## src/rtl/core/mh4_pkg.sv

```systemverilog
// ----------------------------------------------------------------------------
// mh4_pkg
// Shared types and constants of the material histogram: field widths,
// operation codes, the item that moves through the ranking chain, and the
// control words of the store and ranking cells.
// ----------------------------------------------------------------------------
package mh4_pkg;

  localparam int KEY_W    = 16;
  localparam int WEIGHT_W = 16;
  localparam int NORM_W   = 8;
  localparam int SLOT_W   = 2;

  // Insertion index carried through the ranking chain, covers up to 64 entries
  localparam int IDX_W    = 6;

  // Full scale of a normalized weight and twice that, the numerator scale
  localparam int NORM_MAX   = 255;
  localparam int NORM_SCALE = 2 * NORM_MAX;

  localparam logic [WEIGHT_W-1:0] WEIGHT_SAT = {WEIGHT_W{1'b1}};

  // Operation codes of an input word
  localparam logic OP_ADD     = 1'b0;
  localparam logic OP_RESOLVE = 1'b1;

  // One histogram entry as it travels through the ranking chain
  typedef struct packed {
    logic                valid;
    logic [KEY_W-1:0]    key;
    logic [WEIGHT_W-1:0] weight;
    logic [IDX_W-1:0]    idx;
  } item_t;

  // Per-cell control of the store chain
  typedef struct packed {
    logic                add;     // add word presented this cycle
    logic                shift;   // move contents one cell toward the head
    logic                live;    // cell index is below the entry count
    logic                wr_new;  // append the add word into this cell
    logic [KEY_W-1:0]    key;
    logic [WEIGHT_W-1:0] weight;
  } st_ctrl_t;

  // Control of the ranking chain
  typedef struct packed {
    logic insert;  // compare and pass down
    logic shift;   // move held items one cell toward the head
  } rk_ctrl_t;

endpackage

```

## src/rtl/core/mh4_store_cell.sv

```systemverilog
// ----------------------------------------------------------------------------
// mh4_store_cell
// One entry of the histogram store: matches the add key, accumulates the
// weight with saturation, takes an appended entry, and hands its contents to
// the neighbor toward the head while the store drains.
// ----------------------------------------------------------------------------
module mh4_store_cell (
  input  logic                           clk_i,
  input  mh4_pkg::st_ctrl_t              ctrl_i,
  input  logic [mh4_pkg::KEY_W-1:0]      next_key_i,
  input  logic [mh4_pkg::WEIGHT_W-1:0]   next_weight_i,
  output logic [mh4_pkg::KEY_W-1:0]      key_o,
  output logic [mh4_pkg::WEIGHT_W-1:0]   weight_o,
  output logic                           match_o
);

  logic [mh4_pkg::KEY_W-1:0]    key_q, key_d;
  logic [mh4_pkg::WEIGHT_W-1:0] weight_q, weight_d;
  logic [mh4_pkg::WEIGHT_W:0]   acc_sum;
  logic [mh4_pkg::WEIGHT_W-1:0] acc_sat;

  // Compare the stored key against the add word
  assign match_o = ctrl_i.live && (key_q == ctrl_i.key);

  // Accumulate with saturation
  assign acc_sum = {1'b0, weight_q} + {1'b0, ctrl_i.weight};
  assign acc_sat = acc_sum[mh4_pkg::WEIGHT_W] ? mh4_pkg::WEIGHT_SAT
                                              : acc_sum[mh4_pkg::WEIGHT_W-1:0];

  // Select shift, append or merge
  always_comb begin
    key_d    = key_q;
    weight_d = weight_q;
    if (ctrl_i.shift) begin
      key_d    = next_key_i;
      weight_d = next_weight_i;
    end else if (ctrl_i.add && ctrl_i.wr_new) begin
      key_d    = ctrl_i.key;
      weight_d = ctrl_i.weight;
    end else if (ctrl_i.add && match_o) begin
      weight_d = acc_sat;
    end
  end

  always_ff @(posedge clk_i) begin
    key_q    <= key_d;
    weight_q <= weight_d;
  end

  assign key_o    = key_q;
  assign weight_o = weight_q;

endmodule

```

## src/rtl/core/mh4_rank_cell.sv

```systemverilog
// ----------------------------------------------------------------------------
// mh4_rank_cell
// One place of the systolic top-N chain: keeps the heavier of its held item
// and the arriving item and passes the other down. Equal weights go to the
// lower insertion index, so entries stored earlier rank higher.
// ----------------------------------------------------------------------------
module mh4_rank_cell (
  input  logic              clk_i,
  input  logic              rst_ni,
  input  mh4_pkg::rk_ctrl_t ctrl_i,
  input  mh4_pkg::item_t    in_i,
  input  mh4_pkg::item_t    next_i,
  output mh4_pkg::item_t    held_o,
  output mh4_pkg::item_t    pass_o
);

  logic                         held_v_q, held_v_d;
  logic                         pass_v_q, pass_v_d;
  logic [mh4_pkg::KEY_W-1:0]    held_key_q, held_key_d, pass_key_q, pass_key_d;
  logic [mh4_pkg::WEIGHT_W-1:0] held_w_q, held_w_d, pass_w_q, pass_w_d;
  logic [mh4_pkg::IDX_W-1:0]    held_idx_q, held_idx_d, pass_idx_q, pass_idx_d;
  logic                         in_wins;

  // Heavier weight wins, the lower insertion index breaks a tie
  assign in_wins = (in_i.weight > held_w_q)
                || ((in_i.weight == held_w_q) && (in_i.idx < held_idx_q));

  // Compare and pass down, or shift toward the head
  always_comb begin
    held_v_d   = held_v_q;
    held_key_d = held_key_q;
    held_w_d   = held_w_q;
    held_idx_d = held_idx_q;
    pass_v_d   = pass_v_q;
    pass_key_d = pass_key_q;
    pass_w_d   = pass_w_q;
    pass_idx_d = pass_idx_q;
    if (ctrl_i.shift) begin
      held_v_d   = next_i.valid;
      held_key_d = next_i.key;
      held_w_d   = next_i.weight;
      held_idx_d = next_i.idx;
      pass_v_d   = 1'b0;
    end else if (ctrl_i.insert) begin
      pass_v_d = 1'b0;
      if (in_i.valid) begin
        if (!held_v_q) begin
          held_v_d   = 1'b1;
          held_key_d = in_i.key;
          held_w_d   = in_i.weight;
          held_idx_d = in_i.idx;
        end else if (in_wins) begin
          held_key_d = in_i.key;
          held_w_d   = in_i.weight;
          held_idx_d = in_i.idx;
          pass_v_d   = 1'b1;
          pass_key_d = held_key_q;
          pass_w_d   = held_w_q;
          pass_idx_d = held_idx_q;
        end else begin
          pass_v_d   = 1'b1;
          pass_key_d = in_i.key;
          pass_w_d   = in_i.weight;
          pass_idx_d = in_i.idx;
        end
      end
    end
  end

  always_ff @(posedge clk_i or negedge rst_ni) begin
    if (!rst_ni) begin
      held_v_q <= 1'b0;
      pass_v_q <= 1'b0;
    end else begin
      held_v_q <= held_v_d;
      pass_v_q <= pass_v_d;
    end
  end

  always_ff @(posedge clk_i) begin
    held_key_q <= held_key_d;
    held_w_q   <= held_w_d;
    held_idx_q <= held_idx_d;
    pass_key_q <= pass_key_d;
    pass_w_q   <= pass_w_d;
    pass_idx_q <= pass_idx_d;
  end

  assign held_o = '{valid: held_v_q, key: held_key_q, weight: held_w_q, idx: held_idx_q};
  assign pass_o = '{valid: pass_v_q, key: pass_key_q, weight: pass_w_q, idx: pass_idx_q};

endmodule

```

## src/rtl/core/mh4_div.sv

```systemverilog
// ----------------------------------------------------------------------------
// mh4_div
// Restoring divider for the weight normalization: one quotient bit per cycle
// until NORM_W bits are done. The quotient must fit in NORM_W bits.
// ----------------------------------------------------------------------------
module mh4_div #(
  parameter int NumW = 29,
  parameter int DenW = 21
) (
  input  logic                      clk_i,
  input  logic                      rst_ni,
  input  logic                      start_i,
  input  logic [NumW-1:0]           num_i,
  input  logic [DenW-1:0]           den_i,
  output logic                      done_o,
  output logic [mh4_pkg::NORM_W-1:0] quo_o
);

  localparam int StepW = (mh4_pkg::NORM_W > 1) ? $clog2(mh4_pkg::NORM_W) : 1;
  localparam logic [StepW-1:0] LastStep = StepW'(mh4_pkg::NORM_W - 1);

  logic                       busy_q, done_q;
  logic [StepW-1:0]           step_q;
  logic [NumW-1:0]            rem_q, dsh_q;
  logic [mh4_pkg::NORM_W-1:0] quo_q;
  logic                       fits;

  assign fits = (rem_q >= dsh_q);

  // Track the iteration count
  always_ff @(posedge clk_i or negedge rst_ni) begin
    if (!rst_ni) begin
      busy_q <= 1'b0;
      done_q <= 1'b0;
      step_q <= '0;
    end else begin
      done_q <= 1'b0;
      if (start_i) begin
        busy_q <= 1'b1;
        step_q <= '0;
      end else if (busy_q) begin
        step_q <= step_q + StepW'(1);
        if (step_q == LastStep) begin
          busy_q <= 1'b0;
          done_q <= 1'b1;
        end
      end
    end
  end

  // Subtract the aligned divisor when it fits, then move it one bit down
  always_ff @(posedge clk_i) begin
    if (start_i) begin
      rem_q <= num_i;
      dsh_q <= NumW'(den_i) << (mh4_pkg::NORM_W - 1);
      quo_q <= '0;
    end else if (busy_q) begin
      if (fits) begin
        rem_q <= rem_q - dsh_q;
      end
      quo_q <= {quo_q[mh4_pkg::NORM_W-2:0], fits};
      dsh_q <= dsh_q >> 1;
    end
  end

  assign done_o = done_q;
  assign quo_o  = quo_q;

endmodule

```

## src/rtl/core/material_histogram_top4.sv

```systemverilog
// ----------------------------------------------------------------------------
// material_histogram_top4
// Add word: one add word per cycle while the block is idle, no result word.
// Resolve word: the N entries drain through the ranking chain and the weights
// are totalled, then each slot passes through load, the divider steps, divider
// done and the output register, plus any output stall.
// Reset clears the entry count, overflow flag, ranking and output valid bits;
// store contents are not cleared and are only read below the entry count.
// ----------------------------------------------------------------------------
module material_histogram_top4 #(
  parameter int MAX_ENTRIES = 16,
  parameter int OUT_SLOTS   = 4
) (
  input  logic                           clk_i,
  input  logic                           rst_ni,
  input  logic                           in_valid_i,
  output logic                           in_stall_o,
  input  logic                           operation_i,
  input  logic [mh4_pkg::KEY_W-1:0]      mat_key_i,
  input  logic [mh4_pkg::WEIGHT_W-1:0]   add_weight_i,
  output logic                           out_valid_o,
  input  logic                           out_stall_i,
  output logic [mh4_pkg::SLOT_W-1:0]     slot_o,
  output logic [mh4_pkg::KEY_W-1:0]      out_material_o,
  output logic [mh4_pkg::NORM_W-1:0]     out_weight_o,
  output logic                           overflow_o,
  output logic                           last_o
);

  localparam int CntW   = $clog2(MAX_ENTRIES + 1);
  localparam int IdxW   = mh4_pkg::IDX_W;
  localparam int SlotW  = (OUT_SLOTS > 1) ? $clog2(OUT_SLOTS) : 1;
  localparam int DrainW = $clog2(OUT_SLOTS + 1);
  localparam int SumW   = mh4_pkg::WEIGHT_W + $clog2(OUT_SLOTS + 1);
  localparam int DenW   = SumW + 1;
  localparam int NumW   = SumW + mh4_pkg::NORM_W + 1;

  typedef enum logic [6:0] {
    ST_IDLE  = 7'b0000001,
    ST_SHIFT = 7'b0000010,
    ST_DRAIN = 7'b0000100,
    ST_SUM   = 7'b0001000,
    ST_LOAD  = 7'b0010000,
    ST_DIV   = 7'b0100000,
    ST_EMIT  = 7'b1000000
  } state_e;

  state_e                       state_q, state_d;
  logic [CntW-1:0]              count_q;
  logic [CntW-1:0]              idx_q;
  logic                         overflow_q;
  logic [DrainW-1:0]            drain_q;
  logic [SlotW-1:0]             slot_q;
  logic [SumW-1:0]              sum_q;
  logic [SumW-1:0]              sum_c;

  logic                         in_acc, add_en, store_shift, head_live;
  logic                         any_match, full, last_c, out_take;
  logic [MAX_ENTRIES-1:0]       match;
  logic [mh4_pkg::KEY_W-1:0]    st_key [MAX_ENTRIES];
  logic [mh4_pkg::WEIGHT_W-1:0] st_w   [MAX_ENTRIES];
  mh4_pkg::st_ctrl_t            st_ctrl [MAX_ENTRIES];

  mh4_pkg::rk_ctrl_t            rk_ctrl;
  mh4_pkg::item_t               head;
  mh4_pkg::item_t               held [OUT_SLOTS];
  mh4_pkg::item_t               pass [OUT_SLOTS];

  logic [NumW-1:0]              num_c;
  logic [DenW-1:0]              den_c;
  logic                         div_done;
  logic [mh4_pkg::NORM_W-1:0]   quo;

  logic                         out_valid_q;
  logic [mh4_pkg::SLOT_W-1:0]   out_slot_q;
  logic [mh4_pkg::KEY_W-1:0]    out_key_q;
  logic [mh4_pkg::NORM_W-1:0]   out_w_q;
  logic                         out_ovf_q, out_last_q;
  logic [SlotW+1:0]             slot_wide;

  // Handshake and add decode
  assign in_stall_o  = (state_q != ST_IDLE);
  assign in_acc      = in_valid_i && (state_q == ST_IDLE);
  assign add_en      = in_acc && (operation_i == mh4_pkg::OP_ADD);
  assign head_live   = (count_q != '0);
  assign store_shift = (state_q == ST_SHIFT) && head_live;
  assign any_match   = |match;
  assign full        = (count_q == CntW'(MAX_ENTRIES));
  assign last_c      = (slot_q == SlotW'(OUT_SLOTS - 1));
  assign out_take    = (state_q == ST_EMIT) && !out_stall_i;

  // Store chain
  for (genvar i = 0; i < MAX_ENTRIES; i++) begin : g_store
    logic [mh4_pkg::KEY_W-1:0]    nkey;
    logic [mh4_pkg::WEIGHT_W-1:0] nw;

    if (i == MAX_ENTRIES - 1) begin : g_tail
      assign nkey = '0;
      assign nw   = '0;
    end else begin : g_body
      assign nkey = st_key[i+1];
      assign nw   = st_w[i+1];
    end

    assign st_ctrl[i] = '{
      add:    add_en,
      shift:  store_shift,
      live:   (CntW'(i) < count_q),
      wr_new: (CntW'(i) == count_q) && !any_match,
      key:    mat_key_i,
      weight: add_weight_i
    };

    mh4_store_cell u_cell (
      .clk_i         (clk_i),
      .ctrl_i        (st_ctrl[i]),
      .next_key_i    (nkey),
      .next_weight_i (nw),
      .key_o         (st_key[i]),
      .weight_o      (st_w[i]),
      .match_o       (match[i])
    );
  end

  // Ranking chain fed from the store head, tagged with the insertion index
  assign rk_ctrl.insert = (state_q == ST_SHIFT) || (state_q == ST_DRAIN);
  assign rk_ctrl.shift  = out_take;
  assign head = '{valid: store_shift, key: st_key[0], weight: st_w[0], idx: IdxW'(idx_q)};

  for (genvar j = 0; j < OUT_SLOTS; j++) begin : g_rank
    mh4_pkg::item_t rin, rnext;

    if (j == 0) begin : g_first
      assign rin = head;
    end else begin : g_mid
      assign rin = pass[j-1];
    end
    if (j == OUT_SLOTS - 1) begin : g_last
      assign rnext = '0;
    end else begin : g_body
      assign rnext = held[j+1];
    end

    mh4_rank_cell u_cell (
      .clk_i  (clk_i),
      .rst_ni (rst_ni),
      .ctrl_i (rk_ctrl),
      .in_i   (rin),
      .next_i (rnext),
      .held_o (held[j]),
      .pass_o (pass[j])
    );
  end

  // Total the weights of the ranked entries
  always_comb begin
    sum_c = '0;
    for (int j = 0; j < OUT_SLOTS; j++) begin
      if (held[j].valid) begin
        sum_c = sum_c + SumW'(held[j].weight);
      end
    end
  end

  // Divider operands for the slot at the chain head
  assign num_c = NumW'(held[0].weight) * NumW'(mh4_pkg::NORM_SCALE) + NumW'(sum_q);
  assign den_c = {sum_q, 1'b0};

  mh4_div #(
    .NumW (NumW),
    .DenW (DenW)
  ) u_div (
    .clk_i   (clk_i),
    .rst_ni  (rst_ni),
    .start_i (state_q == ST_LOAD),
    .num_i   (num_c),
    .den_i   (den_c),
    .done_o  (div_done),
    .quo_o   (quo)
  );

  // Sequence a resolve
  always_comb begin
    state_d = state_q;
    unique case (state_q)
      ST_IDLE:  if (in_acc && (operation_i == mh4_pkg::OP_RESOLVE)) state_d = ST_SHIFT;
      ST_SHIFT: if (!head_live) state_d = ST_DRAIN;
      ST_DRAIN: if (drain_q == DrainW'(OUT_SLOTS - 1)) state_d = ST_SUM;
      ST_SUM:   state_d = ST_LOAD;
      ST_LOAD:  state_d = ST_DIV;
      ST_DIV:   if (div_done) state_d = ST_EMIT;
      ST_EMIT:  if (!out_stall_i) state_d = last_c ? ST_IDLE : ST_LOAD;
      default:  state_d = ST_IDLE;
    endcase
  end

  // Hold the control state
  always_ff @(posedge clk_i or negedge rst_ni) begin
    if (!rst_ni) begin
      state_q     <= ST_IDLE;
      count_q     <= '0;
      idx_q       <= '0;
      overflow_q  <= 1'b0;
      drain_q     <= '0;
      slot_q      <= '0;
      out_valid_q <= 1'b0;
    end else begin
      state_q <= state_d;
      if (add_en && !any_match) begin
        if (full) begin
          overflow_q <= 1'b1;
        end else begin
          count_q <= count_q + CntW'(1);
        end
      end else if (store_shift) begin
        count_q <= count_q - CntW'(1);
      end
      if (state_q == ST_IDLE) begin
        idx_q <= '0;
      end else if (store_shift) begin
        idx_q <= idx_q + CntW'(1);
      end
      if (state_q == ST_SHIFT) begin
        drain_q <= '0;
      end else if (state_q == ST_DRAIN) begin
        drain_q <= drain_q + DrainW'(1);
      end
      if (state_q == ST_SUM) begin
        slot_q <= '0;
      end else if (out_take && !last_c) begin
        slot_q <= slot_q + SlotW'(1);
      end
      if ((state_q == ST_DIV) && div_done) begin
        out_valid_q <= 1'b1;
      end else if (out_take) begin
        out_valid_q <= 1'b0;
      end
    end
  end

  assign slot_wide = {2'b00, slot_q};

  // Register the total and the output word
  always_ff @(posedge clk_i) begin
    if (state_q == ST_SUM) begin
      sum_q <= sum_c;
    end
    if ((state_q == ST_DIV) && div_done) begin
      out_slot_q <= slot_wide[mh4_pkg::SLOT_W-1:0];
      out_key_q  <= held[0].valid ? held[0].key : '0;
      out_w_q    <= (held[0].valid && (sum_q != '0)) ? quo : '0;
      out_ovf_q  <= overflow_q;
      out_last_q <= last_c;
    end
  end

  assign out_valid_o    = out_valid_q;
  assign slot_o         = out_slot_q;
  assign out_material_o = out_key_q;
  assign out_weight_o   = out_w_q;
  assign overflow_o     = out_ovf_q;
  assign last_o         = out_last_q;

endmodule

```

## config.mk

```make
export PLATFORM = sky130hd
export DESIGN_NAME = material_histogram_top4
export DESIGN_NICKNAME = d
export VERILOG_FILES = /design/src/rtl/core/mh4_pkg.sv /design/src/rtl/core/mh4_store_cell.sv /design/src/rtl/core/mh4_rank_cell.sv /design/src/rtl/core/mh4_div.sv /design/src/rtl/core/material_histogram_top4.sv
export SDC_FILE = /design/constraint.sdc
export NUM_CORES = 2
export LEC_CHECK = 0
export ABC_CLOCK_PERIOD_IN_PS = 8200
export BUFFER_PORTS_ARGS = -buffer_cell sky130_fd_sc_hd__buf_2
export CAP_MARGIN = 20
export CORE_UTILIZATION = 40
export CTS_CLUSTER_DIAMETER = 150
export DETAILED_ROUTE_END_ITERATION = 12
export PLACE_DENSITY_LB_ADDON = 0.1
export SYNTH_ARGS = -nofsm -noshare
export SYNTH_HDL_FRONTEND = slang
export SYNTH_SLANG_ARGS = --single-unit
```

## constraint.sdc

```tcl
create_clock -name clk_i -period 8.2 [get_ports clk_i]
set_clock_uncertainty 0.05 [all_clocks]
set_input_delay 1.64 -clock clk_i [delete_from_list [all_inputs] [get_ports clk_i]]
set_output_delay 1.64 -clock clk_i [all_outputs]
set_load 0.01 [all_outputs]
```

-- Yosys cells after proc, flatten, opt, wreduce, memory -nomap -nowiden
Cells that the tools add are included.
- word-level logic and storage cells: 552
- output and inout port bits: 30
- bits in registers: 924
- input port bits: 37
- add/sub/neg operators: 27
- bitwise gates (word level): 2
- $lt $le $gt $ge: 25
- reduce and logical (&&, ||, !) cells: 147
- equality and inequality tests: 57
- multipliers: 1
- muxes and demuxes: 212
- operators with widths (operator ; count):
    $mux W16 ; 134
    $eq A16 B16 Y1 ; 20
    $add A16 B16 Y17 ; 16
    $mux W6 ; 19
    $mux W28 ; 3
    $logic_and A1 B1 Y1 ; 77
    $gt A16 B16 Y1 ; 4
    $add A19 B16 Y19 ; 3
    $mux W19 ; 3
    $reduce_bool A2 Y1 ; 28
    $mux W27 ; 2
    $pmux W7 S7 ; 1
    $reduce_bool A3 Y1 ; 15
    $eq A4 B5 Y1 const A ; 8
    $lt A4 B5 Y1 const A ; 8
    $mux W5 ; 7
    $mux W7 ; 5
    $mux W1 ; 32
    $ge A28 B27 Y1 ; 1
    $sub A28 B27 Y28 ; 1
    $add A25 B19 Y26 ; 1
    $mul A16 B8 Y24 const B ; 1
    $eq A3 B5 Y1 const A ; 4
    $lt A3 B5 Y1 const A ; 4
    other kinds (38) ; 74

-- Longest topological paths before layout
- depth after elaboration: 8
- depth in mapped cells: 30
- gate-level depth less buffers: 28

-- Modules after synthesis
Synthesis repeated with hierarchy kept, for this count alone.
- cell total of the unflattened synthesis: 6286
- area total of the unflattened synthesis: 69035.0 um^2
- modules (own cells, without submodules) (module ; sequential area each (um^2) ; cells each ; times used ; area an instance (um^2)):
    mh4_store_cell at g_store[13].u_cell ... ; 960.9 ; 231 ; 12 ; 2468.6
    mh4_rank_cell ; 2332.2 ; 247 ; 4 ; 3832.4
    material_histogram_top4 ; 2013.2 ; 1111 ; 1 ; 9987.1
    mh4_store_cell at g_store[0].u_cell ... ; 960.9 ; 233 ; 4 ; 2421.1
    mh4_div ; 1866.8 ; 483 ; 1 ; 4410.5

-- Worst setup path after synthesis
Ideal clock, no wire load.
- path kind: reg2reg
- start: reg g_rank[0].u_cell.held_w_q[3] (netlist bit)
- end: reg u_div.rem_q[22], data pin
- stages on the path, launching flop included: 25
- path buffers: 0
- period minus slack after synthesis: 5.877 ns
- arrival time: 5.557 ns
- data required time: 7.880 ns
- library setup time: 0.270 ns
- slack: 2.323 ns
- cell sequence: edfxtp_1 -> inv_1 -> fa_1 -> inv_1 -> fa_1 -> fa_1 -> inv_1 -> fa_1 -> inv_1 -> ha_1 -> o21a_1 -> o21ai_0 -> o21a_1 -> nor2_1 -> a21o_1 -> a21oi_1 -> xnor2_1 -> ha_1 -> nand4_1 -> nor2_1 -> or4_1 -> a31oi_1 -> nor3b_1 -> xnor2_1 -> a21oi_1
- cells in the longest elaborated chain, start to end: 3
- ends and longest elaborated chain (what ; RTL line ; RTL):
    from (decl) ; mh4_rank_cell.sv:20 ; logic [mh4_pkg::WEIGHT_W-1:0] held_w_q, held_w_d, pass_w_q, pass_w_d;
    from (signal assigned) ; mh4_rank_cell.sv:82 ; held_w_q <= held_w_d;
    $mul A16 B8 Y24 ; material_histogram_top4.sv:166 ; assign num_c = NumW'(held[0].weight) * NumW'(mh4_pkg::NORM_SCALE) + NumW'(sum_q);
    $add A25 B19 Y26 ; material_histogram_top4.sv:166 ;
    $mux W28 ; mh4_div.sv:53 ; if (start_i) begin
    to (signal assigned) ; mh4_div.sv:54 ; rem_q <= num_i;
    to (signal assigned) ; mh4_div.sv:59 ; rem_q <= rem_q - dsh_q;
    to (decl) ; mh4_div.sv:24 ; logic [NumW-1:0] rem_q, dsh_q;
No other way between the ends.
A chain may end at the register's enable or synchronous reset.

-- Worst setup path after layout
Ends and elaborated chain as after synthesis.

==> metrics.yaml <==
status: "completed"
ys_seq_elements: 924
crit_chain: "inv_1 > fa_1 > inv_1 > fa_1 > fa_1 > inv_1 > fa_1 > inv_1 > ha_1 > o21a_1 > o21ai_0 > o21a_1 > nor2_1 > a21o_1 > a21oi_1 > xnor2_1 > ha_1 > nand4_1 > nor2_1 > or4_1 > a31oi_1 > nor3b_1 > xnor2_1 > a21oi_1"
fmax_mhz: 152
num_vias: 47504
leakage_nw: 27.1
hpwl_um: 130000
rsz0062_at_grt: "no"
final_cell_mix: "1,082 x nand2_1, 802 x edfxtp_1, 485 x ha_1, 445 x nor2_1, 399 x o21ai_0"
final_max_slew_viol_count: 0
finalSetupViolCount: 0
synth-edff-count: 802
synth-async-reset-ratio_pct: 3.90
synth.cell_area_um2: 63100
dominantRegCellSynth: "edfxtp_1"
avgViaCountPerCell: 5.52
wl_um: 183000
start_util_pct: 40.4
grt_max_degree: 215
insertion_delay_ns: 0.77
worstPathArrival_ns: 6.95
hold_viol_final: 0
min_period_ns: 6.56
met2_usage_pct: 38.8
rows: 145
cts_resized: 0
root_buffer: "clkbuf_16"
drive_above_1_share_pct: 8.15
required_ns: 8.58
clock_sinks: 924
track_usage_pct: 22.7
utilization_pct: 44.2
fp.dieH_um: 399
die_area_um2: 159000
irDropWorstVdd_mv: 0.650
core_area_um2: 156000
hold_path_class: "flip-flop to flip-flop"
cp-end-kind: "flip-flop"
routedWlPerCell_um: 21.2
tritoncts: "done"
grt_pass1_vias: 47993
grt.busiest_layer: "met2"
r2r_setup_slack_ns: 1.64
grt_pass1_wl_um: 283000
io_buffers: 66
path_class: "flip-flop to flip-flop"
gp_congestion: 0.852
synth_fp_nets: 7110
cap_violations: 0
postCtsSetupBuffers: 0
drt_iter0_drc: 3208
cts_hold_buf: 0
grt_remaining_overflow: 0
htree_levels: 3
syn_to_final_growth_pct: 9.48
antenna_found_initial: 3
dpl.cell_count: 8399
route.detailed.drc: 0
die_x_um: 399
finalSetupTns_ns: 0
dr.pass1.iters: 5
cts_buffers: 111
final_common_cell: "nand2_1"
clk_pin_slew_worst_paths_ns: 0.06
layout.nets: 7067
met3_usage_pct: 2.75
ys_warn_count: 0
crit_buf_inv: 4
grt_util_met1_pct: 30.0
final_cells: 8610
syn_inst: 6497
max_slew.worst_pin.slew_ns: 1.14
crit_slowest_cell: "fa_1"
path_delay_family: "adder cells"
pin_count: 67
num-fill-cells: 15156
clk_path_buf_depth: 3
drtAntennaViolNets: 0
yosysUniqueCellTypes: 97
avgSynthCellArea_um2: 9.72
relSlewSlack_pct: 23.7
path_max_fanout: 8
worstSetupStartpointType: "flip-flop"
critPathMaxStageDelay_ns: 0.63
yosysSeqAreaShare_pct: 42.3
p_per_area_nw_per_um2: 375
fin_crit_sh_pct: 80.1
Yosys cell counts, types with 10 or more instances:
cell type | count | area, um^2
nand2_1 | 1083 | 4070
nor2b_1 | 73 | 457
clkbuf_1 | 208 | 781
o22ai_1 | 193 | 1210
o211ai_1 | 35 | 263
nor2_1 | 448 | 1680
mux2_2 | 135 | 1520
dfxtp_1 | 86 | 1720
nor3_1 | 111 | 556
o31ai_1 | 51 | 383
a211oi_1 | 49 | 368
o21bai_1 | 28 | 210
nand3b_1 | 10 | 75.1
o21ai_1 | 15 | 75.1
a21o_1 | 87 | 653
a31o_2 | 16 | 140
o41ai_1 | 15 | 131
ha_1 | 485 | 6070
inv_1 | 305 | 1140
a21oi_1 | 313 | 1570
buf_2 | 29 | 145
dfrtp_1 | 35 | 876
edfxtp_1 | 802 | 24100
buf_1 | 11 | 41.3
xor2_1 | 199 | 1740
or3_1 | 26 | 163
a211o_1 | 11 | 96.3
fa_1 | 91 | 1820
nand3_1 | 76 | 380
nor3b_1 | 13 | 97.6
or2_2 | 18 | 113
mux2i_1 | 90 | 901
o21ai_0 | 400 | 2000
nand4_1 | 77 | 482
o221ai_1 | 15 | 131
buf_4 | 41 | 308
o2111ai_1 | 13 | 114
nor4_1 | 37 | 231
a31oi_1 | 36 | 225
o21a_1 | 92 | 691
xnor2_1 | 339 | 2970
and3_1 | 42 | 263
nand2b_1 | 56 | 350
and2_1 | 51 | 319
area by class of cell:
cell class	instances	area [um^2]	area share, %
multi-input cells	4970	34100	49.3
flip-flops and latches	924	26700	38.6
clock buffers	157	3060	4.43
well taps	2058	2570	3.73
inverters	306	1150	1.66
repair buffers	141	955	1.38
clock inverters	53	597	0.864
diodes	1	2.50	0.00362
report_power, final:
group          total (mW)  internal, mW  switching [mW]
logic                13.8          5.67            8.09
clock network        5.01          2.86            2.15
registers            7.13          6.52           0.609
stage by stage:
stage          instance area [um^2]  hold slack (ns)  power [mW]  worst slack [ns]
4_1_cts                       69100            0.423        26.1              1.63
3_3_place_gp                  65400            0.396        20.8              1.71
6_report                      69100            0.425        25.9              1.64
2_1_floorplan                 63100            0.377        17.5              2.32
3_5_place_dp                  65400            0.409        20.9              1.65
5_1_grt                       69100            0.437        27.9              1.10
sequential cells by signal, indices dropped and copies added, names as in the netlist, 7 cells and up:
| signal | flops |
|---|---|
| g_store.u_cell.key_o | 256 |
| g_store.u_cell.weight_o | 256 |
| g_rank.u_cell.held_key_q | 64 |
| g_rank.u_cell.held_w_q | 64 |
| g_rank.u_cell.pass_key_q | 48 |
| g_rank.u_cell.pass_w_q | 48 |
| u_div.rem_q | 28 |
| u_div.dsh_q | 27 |
| g_rank.u_cell.held_idx_q | 24 |
| sum_q | 19 |
| g_rank.u_cell.pass_idx_q | 18 |
| out_material_o | 16 |
| out_weight_o | 8 |
| u_div.quo_o | 8 |
| state_q | 7 |
path summary, 6_finish.rpt:
check                                                        from                   endpoint  cells after the start
setup / recovery           g_rank[0].u_cell.held_w_q[3]$_DFFE_PP_  u_div.rem_q[22]$_DFFE_PP_                     24
hold / removal                              slot_q[1]$_DFFE_PN0P_        slot_o[1]$_DFFE_PP_                      0
max in group asynchronous                                  rst_ni     count_q[1]$_DFFE_PN0P_                      2
hold reg to reg                             slot_q[1]$_DFFE_PN0P_        slot_o[1]$_DFFE_PP_                      0
setup reg to reg           g_rank[0].u_cell.held_w_q[3]$_DFFE_PP_  u_div.rem_q[22]$_DFFE_PP_                     24
min in group asynchronous                                  rst_ni     u_div.busy_q$_DFF_PN0_                      2
cells by family after synthesis:
group           share of synthesized area (%)
compound gates                           14.5
fa+ha+maj                                12.5
xor+xnor                                 7.47
simple gates                             15.4
mux                                      3.84
buf+inv                                  3.99
flops                                    42.3
layer usage:
| metal | share of wire (%) | vias up |
|---|---|---|
| met4 | 2.7 | 2 |
| met3 | 4.0 | 249 |
| met1 | 45 | 23170 |
| met5 | 0.0060 | - |
| li1 | - | 23264 |
| met2 | 48 | 819 |
(Power assumes the default switching activity.)
